`src/rtl/control_volume_upwind_flux_balance_core_defines.svh`:
```
// assertion macros shared by the flux balance rtl
// no dependencies; included by files that carry concurrent assertions
`ifndef CONTROL_VOLUME_UPWIND_FLUX_BALANCE_CORE_DEFINES_SVH
`define CONTROL_VOLUME_UPWIND_FLUX_BALANCE_CORE_DEFINES_SVH

// checked on every edge outside reset
`define CVUFB_ASSERT(lbl, prop, msg) \
    lbl: assert property (@(posedge i_clk) disable iff (!i_rst_n) prop) else $error(msg);

// checked on every edge, reset included
`define CVUFB_ASSERT_ALWAYS(lbl, prop, msg) \
    lbl: assert property (@(posedge i_clk) prop) else $error(msg);

`endif

```
`src/rtl/cvufb_pkg.sv`:
```
// types and constants for the upwind flux balance core
// no dependencies
`timescale 1ns / 1ps

package cvufb_pkg;

    localparam int FRAC_BITS_DEF = 16;
    localparam int ACC_WIDTH_DEF = 48;
    localparam int NODE_W        = 48;

    localparam logic [1:0] KIND_INTERIOR  = 2'd0;
    localparam logic [1:0] KIND_BOUNDARY  = 2'd1;
    localparam logic [1:0] KIND_DIRICHLET = 2'd2;

    typedef struct packed {
        logic signed [31:0] vel_x;
        logic signed [31:0] vel_y;
        logic signed [31:0] vel_z;
        logic signed [31:0] nrm_x;
        logic signed [31:0] nrm_y;
        logic signed [31:0] nrm_z;
        logic        [30:0] weighted_area;
        logic signed [31:0] conc_inside;
        logic signed [31:0] conc_outside;
        logic               node_is_inside;
        logic        [1:0]  node_kind;
        logic               last_facet;
    } t_in;

    typedef struct packed {
        logic signed [31:0]       facet_value;
        logic signed [NODE_W-1:0] node_balance;
        logic signed [NODE_W-1:0] node_conc_product;
        logic                     node_done;
    } t_out;

endpackage

```
`src/rtl/control_volume_upwind_flux_balance_core.sv`:
```
// upwind finite volume flux balance: one facet per transfer, node result on last facet
// depends on cvufb_pkg and control_volume_upwind_flux_balance_core_defines.svh
//
// usage:
//   input channel  i_in_valid / o_in_ready / i_in_data  carries one facet of a control volume
//   output channel o_out_valid / i_out_ready / o_out_data gives one result per facet
//   node_done follows last_facet; node fields are zero on other facets
// sequencing:
//   a single 33x33 signed multiplier serves every product; each product passes
//   through a multiply state and an accumulate state
//   ordinary facet: 5 products before the next input transfer is accepted
//   last facet of a boundary volume with negative balance: 2 more products
//   the result is written to the output register from the done state
//   o_in_ready is high only while the sequencer is idle
// reset:
//   synchronous active-low; clears the sequencer, both accumulators and o_out_valid
// stall:
//   a held result does not block the next facet; the sequencer waits only when a new
//   result is ready and the output register still holds an untaken one
`timescale 1ns / 1ps

`include "control_volume_upwind_flux_balance_core_defines.svh"

module control_volume_upwind_flux_balance_core
    import cvufb_pkg::*;
#(
    parameter int FRAC_BITS = FRAC_BITS_DEF,
    parameter int ACC_WIDTH = ACC_WIDTH_DEF
) (
    input  logic i_clk,
    input  logic i_rst_n,
    input  logic i_in_valid,
    output logic o_in_ready,
    input  t_in  i_in_data,
    output logic o_out_valid,
    input  logic i_out_ready,
    output t_out o_out_data
);

    localparam int MUL_W  = 33;
    localparam int PROD_W = 2 * MUL_W;
    localparam int WIDE_W = PROD_W + 34;

    localparam logic signed [WIDE_W-1:0] ACC_MAX_W =
        signed'({{(WIDE_W - ACC_WIDTH + 1){1'b0}}, {(ACC_WIDTH - 1){1'b1}}});
    localparam logic signed [WIDE_W-1:0] ACC_MIN_W = ~ACC_MAX_W;
    localparam logic signed [WIDE_W-1:0] S32_MAX_W =
        signed'({{(WIDE_W - 31){1'b0}}, {31{1'b1}}});
    localparam logic signed [WIDE_W-1:0] S32_MIN_W = ~S32_MAX_W;

    typedef enum logic [1:0] {
        S_IDLE,
        S_MUL,
        S_ACC,
        S_DONE
    } t_state;

    typedef enum logic [2:0] {
        OP_X,
        OP_Y,
        OP_Z,
        OP_FLUX,
        OP_PROD,
        OP_LO,
        OP_HI
    } t_op;

    function automatic logic signed [ACC_WIDTH-1:0] clamp_acc(
        input logic signed [WIDE_W-1:0] x
    );
        logic signed [ACC_WIDTH-1:0] r;
        if (x > ACC_MAX_W) begin
            r = ACC_MAX_W[ACC_WIDTH-1:0];
        end else if (x < ACC_MIN_W) begin
            r = ACC_MIN_W[ACC_WIDTH-1:0];
        end else begin
            r = x[ACC_WIDTH-1:0];
        end
        return r;
    endfunction

    function automatic logic signed [31:0] clamp_32(input logic signed [WIDE_W-1:0] x);
        logic signed [31:0] r;
        if (x > S32_MAX_W) begin
            r = S32_MAX_W[31:0];
        end else if (x < S32_MIN_W) begin
            r = S32_MIN_W[31:0];
        end else begin
            r = x[31:0];
        end
        return r;
    endfunction

    function automatic logic signed [NODE_W-1:0] to_node(
        input logic signed [ACC_WIDTH-1:0] x
    );
        logic signed [63:0] t;
        t = 64'(x);
        return t[NODE_W-1:0];
    endfunction

    t_state                      r_state, n_state;
    t_op                         r_op, n_op;
    t_in                         r_in, n_in;
    logic signed [PROD_W-1:0]    r_prod, n_prod;
    logic signed [WIDE_W-1:0]    r_wide, n_wide;
    logic signed [31:0]          r_vn, n_vn;
    logic signed [32:0]          r_sf, n_sf;
    logic signed [31:0]          r_up, n_up;
    logic signed [31:0]          r_fv, n_fv;
    logic signed [ACC_WIDTH-1:0] r_flux, n_flux;
    logic signed [ACC_WIDTH-1:0] r_psum, n_psum;
    logic                        r_out_valid, n_out_valid;
    t_out                        r_out, n_out;

    logic signed [MUL_W-1:0]     mul_a, mul_b;
    logic signed [PROD_W-1:0]    p_sh;
    logic signed [31:0]          own;
    logic signed [31:0]          f_val;
    logic                        out_free;
    logic                        in_xfer;

    assign o_in_ready  = (r_state == S_IDLE);
    assign in_xfer     = i_in_valid && o_in_ready;
    assign out_free    = !r_out_valid || i_out_ready;
    assign o_out_valid = r_out_valid;
    assign o_out_data  = r_out;

    assign own  = r_in.node_is_inside ? r_in.conc_inside : r_in.conc_outside;
    assign p_sh = r_prod >>> FRAC_BITS;

    // shared multiplier operand select
    always_comb begin
        case (r_op)
            OP_X: begin
                mul_a = MUL_W'(r_in.vel_x);
                mul_b = MUL_W'(r_in.nrm_x);
            end
            OP_Y: begin
                mul_a = MUL_W'(r_in.vel_y);
                mul_b = MUL_W'(r_in.nrm_y);
            end
            OP_Z: begin
                mul_a = MUL_W'(r_in.vel_z);
                mul_b = MUL_W'(r_in.nrm_z);
            end
            OP_FLUX: begin
                mul_a = MUL_W'(r_vn);
                mul_b = signed'({2'b00, r_in.weighted_area});
            end
            OP_PROD: begin
                mul_a = r_sf;
                mul_b = MUL_W'(r_up);
            end
            OP_LO: begin
                mul_a = signed'({1'b0, r_flux[31:0]});
                mul_b = MUL_W'(own);
            end
            OP_HI: begin
                mul_a = MUL_W'(signed'(r_flux[ACC_WIDTH-1:32]));
                mul_b = MUL_W'(own);
            end
            default: begin
                mul_a = '0;
                mul_b = '0;
            end
        endcase
    end

    assign f_val = clamp_32(WIDE_W'(p_sh));

    always_comb begin
        n_state     = r_state;
        n_op        = r_op;
        n_in        = r_in;
        n_prod      = r_prod;
        n_wide      = r_wide;
        n_vn        = r_vn;
        n_sf        = r_sf;
        n_up        = r_up;
        n_fv        = r_fv;
        n_flux      = r_flux;
        n_psum      = r_psum;
        n_out       = r_out;
        n_out_valid = r_out_valid;

        if (r_out_valid && i_out_ready) begin
            n_out_valid = 1'b0;
        end

        case (r_state)
            S_IDLE: begin
                if (in_xfer) begin
                    n_in    = i_in_data;
                    n_op    = OP_X;
                    n_state = S_MUL;
                end
            end
            S_MUL: begin
                n_prod  = PROD_W'(mul_a) * PROD_W'(mul_b);
                n_state = S_ACC;
            end
            S_ACC: begin
                n_state = S_MUL;
                case (r_op)
                    OP_X: begin
                        n_wide = WIDE_W'(p_sh);
                        n_op   = OP_Y;
                    end
                    OP_Y: begin
                        n_wide = r_wide + WIDE_W'(p_sh);
                        n_op   = OP_Z;
                    end
                    OP_Z: begin
                        n_vn = clamp_32(r_wide + WIDE_W'(p_sh));
                        n_op = OP_FLUX;
                    end
                    OP_FLUX: begin
                        n_sf   = r_in.node_is_inside ? 33'(f_val) : -33'(f_val);
                        n_flux = clamp_acc(WIDE_W'(r_flux) + WIDE_W'(n_sf));
                        n_up   = r_vn[31] ? r_in.conc_outside : r_in.conc_inside;
                        n_op   = OP_PROD;
                    end
                    OP_PROD: begin
                        n_psum = clamp_acc(WIDE_W'(r_psum) + WIDE_W'(p_sh));
                        if (r_in.node_kind == KIND_BOUNDARY ||
                            r_in.node_kind == KIND_DIRICHLET) begin
                            n_fv = '0;
                        end else begin
                            n_fv = f_val;
                        end
                        if (r_in.last_facet && r_in.node_kind == KIND_BOUNDARY &&
                            r_flux[ACC_WIDTH-1]) begin
                            n_op = OP_LO;
                        end else begin
                            n_state = S_DONE;
                        end
                    end
                    OP_LO: begin
                        n_wide = WIDE_W'(r_prod);
                        n_op   = OP_HI;
                    end
                    OP_HI: begin
                        n_wide  = r_wide + (WIDE_W'(r_prod) <<< 32);
                        n_state = S_DONE;
                    end
                    default: begin
                        n_state = S_DONE;
                    end
                endcase
            end
            S_DONE: begin
                if (out_free) begin
                    n_out_valid             = 1'b1;
                    n_out.facet_value       = r_fv;
                    n_out.node_done         = r_in.last_facet;
                    n_out.node_balance      = '0;
                    n_out.node_conc_product = '0;
                    if (r_in.last_facet) begin
                        case (r_in.node_kind)
                            KIND_DIRICHLET: begin
                                n_out.node_conc_product = NODE_W'(own);
                            end
                            KIND_BOUNDARY: begin
                                n_out.node_balance = to_node(r_flux);
                                if (r_flux[ACC_WIDTH-1]) begin
                                    n_out.node_conc_product =
                                        to_node(clamp_acc(r_wide >>> FRAC_BITS));
                                end else begin
                                    n_out.node_conc_product = to_node(r_psum);
                                end
                            end
                            default: begin
                                n_out.node_balance      = to_node(r_flux);
                                n_out.node_conc_product = to_node(r_psum);
                            end
                        endcase
                        n_flux = '0;
                        n_psum = '0;
                    end
                    n_op    = OP_X;
                    n_state = S_IDLE;
                end
            end
            default: begin
                n_state = S_IDLE;
                n_op    = OP_X;
            end
        endcase
    end

    always_ff @(posedge i_clk) begin
        if (!i_rst_n) begin
            r_state     <= S_IDLE;
            r_op        <= OP_X;
            r_flux      <= '0;
            r_psum      <= '0;
            r_out_valid <= 1'b0;
        end else begin
            r_state     <= n_state;
            r_op        <= n_op;
            r_flux      <= n_flux;
            r_psum      <= n_psum;
            r_out_valid <= n_out_valid;
        end
        r_in   <= n_in;
        r_prod <= n_prod;
        r_wide <= n_wide;
        r_vn   <= n_vn;
        r_sf   <= n_sf;
        r_up   <= n_up;
        r_fv   <= n_fv;
        r_out  <= n_out;
    end

    `CVUFB_ASSERT(a_accept_starts_x, (in_xfer |=> (r_state == S_MUL && r_op == OP_X)), "accepted facet did not start at the first product")
    `CVUFB_ASSERT(a_clear_after_last, ((r_state == S_DONE && out_free && r_in.last_facet) |=> (r_flux == '0 && r_psum == '0)), "accumulators not cleared after last facet")
    `CVUFB_ASSERT(a_wide_only_boundary, ((r_op == OP_LO || r_op == OP_HI) |-> (r_in.last_facet && r_in.node_kind == KIND_BOUNDARY && r_flux[ACC_WIDTH-1])), "boundary product step without negative boundary balance")
    `CVUFB_ASSERT(a_node_zero, ((o_out_valid && !o_out_data.node_done) |-> (o_out_data.node_balance == '0 && o_out_data.node_conc_product == '0)), "node fields nonzero on a non-last facet")

endmodule

```
`config.mk`:
```
export PLATFORM = sky130hd
export DESIGN_NAME = control_volume_upwind_flux_balance_core
export DESIGN_NICKNAME = d
export VERILOG_FILES = /design/src/rtl/cvufb_pkg.sv /design/src/rtl/control_volume_upwind_flux_balance_core.sv
export VERILOG_INCLUDE_DIRS = /design/src /design/src/rtl
export SDC_FILE = /design/constraint.sdc
export NUM_CORES = 2
export LEC_CHECK = 0
export ABC_CLOCK_PERIOD_IN_PS = 23200
export BUFFER_PORTS_ARGS = -buffer_cell sky130_fd_sc_hd__buf_2
export CORE_MARGIN = 2
export CORE_UTILIZATION = 35
export DETAILED_ROUTE_END_ITERATION = 8
export SYNTH_ARGS = -nofsm -noshare
export SYNTH_HDL_FRONTEND = slang
export SYNTH_SLANG_ARGS = --single-unit
```
`constraint.sdc`:
```
create_clock -name i_clk -period 23.2 [get_ports i_clk]
set_input_delay 4.64 -clock i_clk [delete_from_list [all_inputs] [get_ports i_clk]]
set_output_delay 4.64 -clock i_clk [all_outputs]
set_load 0.02 [all_outputs]
```
==> metrics.md <==
| Metric | Value |
|---|---|
| CTS tree | `yes` |
| Sink Count | `between 800 and 900` |
| Clock Pin Slew Worst Setup and Hold Paths | `60 ps` |
| CP endpoint kind | `flip-flop` |
| WHS Path Cells | `0` |
| Vias in the first global route | `75400` |
| Post-CTS Setup Inserts | `0` |
| Worst path max stage delay | `approximately 900 ps` |
| Post-DR wirelength/cell | `28.7 um` |
| Hold Path Class | `flip-flop to flip-flop` |
| Pre-antenna DRT Iters | `9` |
| FF-to-FF Start | `r_op[1]` |
| Placer Congestion | `1.03` |
| Multi-input gate area | `~0.059 mm^2` |
| Fin. max-slew vios | `0` |
| R2R depth | `35` |
| Bufs on Longest Clock Path | `3` |
| Worst Setup SP | `r_op[1]` |
| CP most frequent cell | `fa_1` |
| # port buffers | `425` |
| Worst setup SP type | `flip-flop` |
| Hold Crit Start | `r_fv[8]` |
| Clk Latency, worst-skew pair | `approximately 800 ps` |
| IO Count | `roughly 430` |
| Post-route minimum period | `13420 ps` |
| Layout cell share with drive strength beyond 1 | `10.8%` |
| Chip width | `507 um` |
| Crit path max fanout | `48` |
| Commonest non-fill, non-tap cells in the layout | `inv_1 (1375), fa_1 (1149), nand2_1 (1036)` |
| Synth Area per Inst | `9.44 um^2` |
| Most common cell after layout, fill and taps aside | `inv_1` |
| Number of hold buffers added after CTS | `0` |
| Synth area leader | `fa_1` |
| GRT overflow | `0` |
| Mapped cell area | `between 0.08 and 0.09 mm^2` |
| Worst rel slew slack | `a little under a tenth` |
| Fill cells | `roughly 25000` |
| Post_cts resized | `0` |
| First-pass GRT wire length | `535000 um` |
| Die area | `0.257 mm^2` |
| Register bit count reported by yosys | `about 800` |
| # Max-Cap Violations | `0` |
| CP Data Required Time | `approximately 24000 ps` |
| Unrepaired setup endpoints after global routing | `false` |
| Async SR Flop Fraction | `0%` |
| Top-area cell type share of the netlist area | `26.0%` |
| Final hold violation count | `0` |
| Drt total wl | `376000 um` |
| Clk_skew | `roughly 89 ps` |
| Status | `finished with violations` |
| Prevailing post-synth register cell | `edfxtp_1` |
| Slowest-stage cell, CP | `o221ai_1` |
| Initial drt markers | `8725` |
| Flop2flop setup slack | `9780 ps` |
| Synthesized Nets | `11300` |
| Htree depth | `3` |
| Synth unique cells | `90` |
| Crit Path Category | `flip-flop to flip-flop` |
| Total GRT Usage | `around 29%` |
| Setup TNS | `0 ps` |
| Die height | `507 um` |
| Hold Path Sink | `o_out_data[105]` |
| DR DRC count | `2` |
| Post-DP HPWL | `290000 um` |
| CTS buffer count | `101` |
| Dominant cells by area after synthesis | `fa_1 (26%), edfxtp_1 (24%), ha_1 (6.8%)` |
| Post-synth EDFFs | `715` |
| R2r endpoint | `r_prod[65]` |
| Crit path DAT | `13890 ps` |
| CTS root buf | `clkbuf_16` |
| Row cnt | `approximately 180` |
| Area Overhead vs Synth | `11.6%` |
| Largest net degree at the start of global routing | `between 100 and 150` |
| Starting Density | `35.2%` |
| Setup-failing EPs final | `0` |
| FF+latch area | `0.0235 mm^2` |
| Yosys warning count | `0` |
| Via count | `between 70000 and 80000` |
| Antenna violations before repair | `21` |
| Failing checks | `DRC` |
| Worst-Margin Slew | `1360 ps` |
| Syn Inst Count | `9376` |
| Max Freq | `74.5 MHz` |
| DR vias/cell | `between 5 and 6` |
| # nets final | `11600` |
| Final Cycle Share | `57.9%` |
| Core region area | `0.251 mm^2` |
| Sequential share of the synthesized area | `roughly a quarter` |
| Antenna viol nets, final | `0` |
cell usage after synthesis (all sizes together) (39+ instances only):
cell type and count:
a311oi 39, nand3 80, o21a 66, a21oi 704
nand2b 71, mux2 70, ha 481, xor2 105
xnor2 195, a211oi 61, o21ai 428, dfxtp 102
mux2i 51, o22ai 39, a22oi 56, nor2 822
a31oi 59, and2 119, o21bai 54, nand4 91
inv 1379, nor4 42, and3 42, a221o 45
edfxtp 715, fa 1150, nor3 78, nand2 1036
a221oi 49, nor2b 63, clkbuf 434, a21o 179
area by class of cell:
| cell class | instances | share of cell area [%] |
|---|---|---|
| clock buffer | 118 | 2.67 |
| inverter | 1379 | 5.24 |
| tap | 3348 | 4.24 |
| sequential | 817 | 23.8 |
| timing repair buffer | 644 | 3.87 |
| clock inverter | 70 | 0.852 |
| multi-input combinational | 6710 | 59.3 |
| antenna | 5 | 0.0127 |
metrics by stage:
stage               area [um^2]  instances  util (%)  setup WS (ps)  hold WS [ps]
global placement          95300      12900      37.9          10400           406
floorplan                 88500       9376         -           4880           400
CTS                       98800      13100      39.3          10210           421
detailed placement        95300      12900      37.9          10290           405
finish                    98800      13100      39.3           9780           421
global route              98800      13100      39.3           9560           425
registers in the layout, indices dropped and copies added (netlist names):
signal / count
r_op: 3
r_wide: 100
r_sf: 33
o_out_data: 129
r_fv: 32
r_psum: 48
r_up: 32
r_in: 291
r_flux: 48
r_prod: 66
r_vn: 32
o_out_valid: 1
r_state: 2
worst max path at each step:
stage / end / slack, ps / depth (start not counted)
finish: r_prod[65] / 9780 / 35
CTS: r_prod[65] / 10210 / 35
global route: r_prod[65] / 9560 / 35
detailed placement: r_prod[65] / 10290 / 35
global placement: r_prod[65] / 10400 / 35
floorplan: r_op[0] / 4880 / 5
per-layer routing:
| metal | GRT usage, % | routed length (um) | vias to the layer above |
|---|---|---|---|
| li1 | - | - | 32100 |
| met1 | 37.1 | 147000 | 38000 |
| met2 | 43.3 | 162000 | 4168 |
| met3 | 6.87 | 37400 | 910 |
| met4 | 18.7 | 29100 | 8 |
| met5 | 0 | 48 | - |
worst max-delay path, delay by kind of cell (launching register included):
family / cells / cell delay, ps
AND/OR/NAND/NOR: 6 / 1090
XOR/XNOR: 1 / 160
adder cells (fa/ha/maj): 9 / 4250
buffers and inverters: 9 / 2390
flip-flops: 1 / 610
AO/OA/AOI/OAI: 10 / 4520
kinds of logic (layout without fill, tap and decap cells):
kind of cell    Yosys count  in the layout  share of synthesized area [%]
fa+ha+maj              1631           1631                           32.8
other cells               0              5                              0
flops                   817            817                           26.6
mux                     147            147                           2.13
buf+inv                1849           2211                           7.87
xor+xnor                300            300                           2.97
compound gates         2054           2054                           14.7
simple gates           2578           2578                           12.9
Power is left out: the tool's default activity adds up to more than one toggle a clock period on the data nets, which glitch-free logic cannot reach.
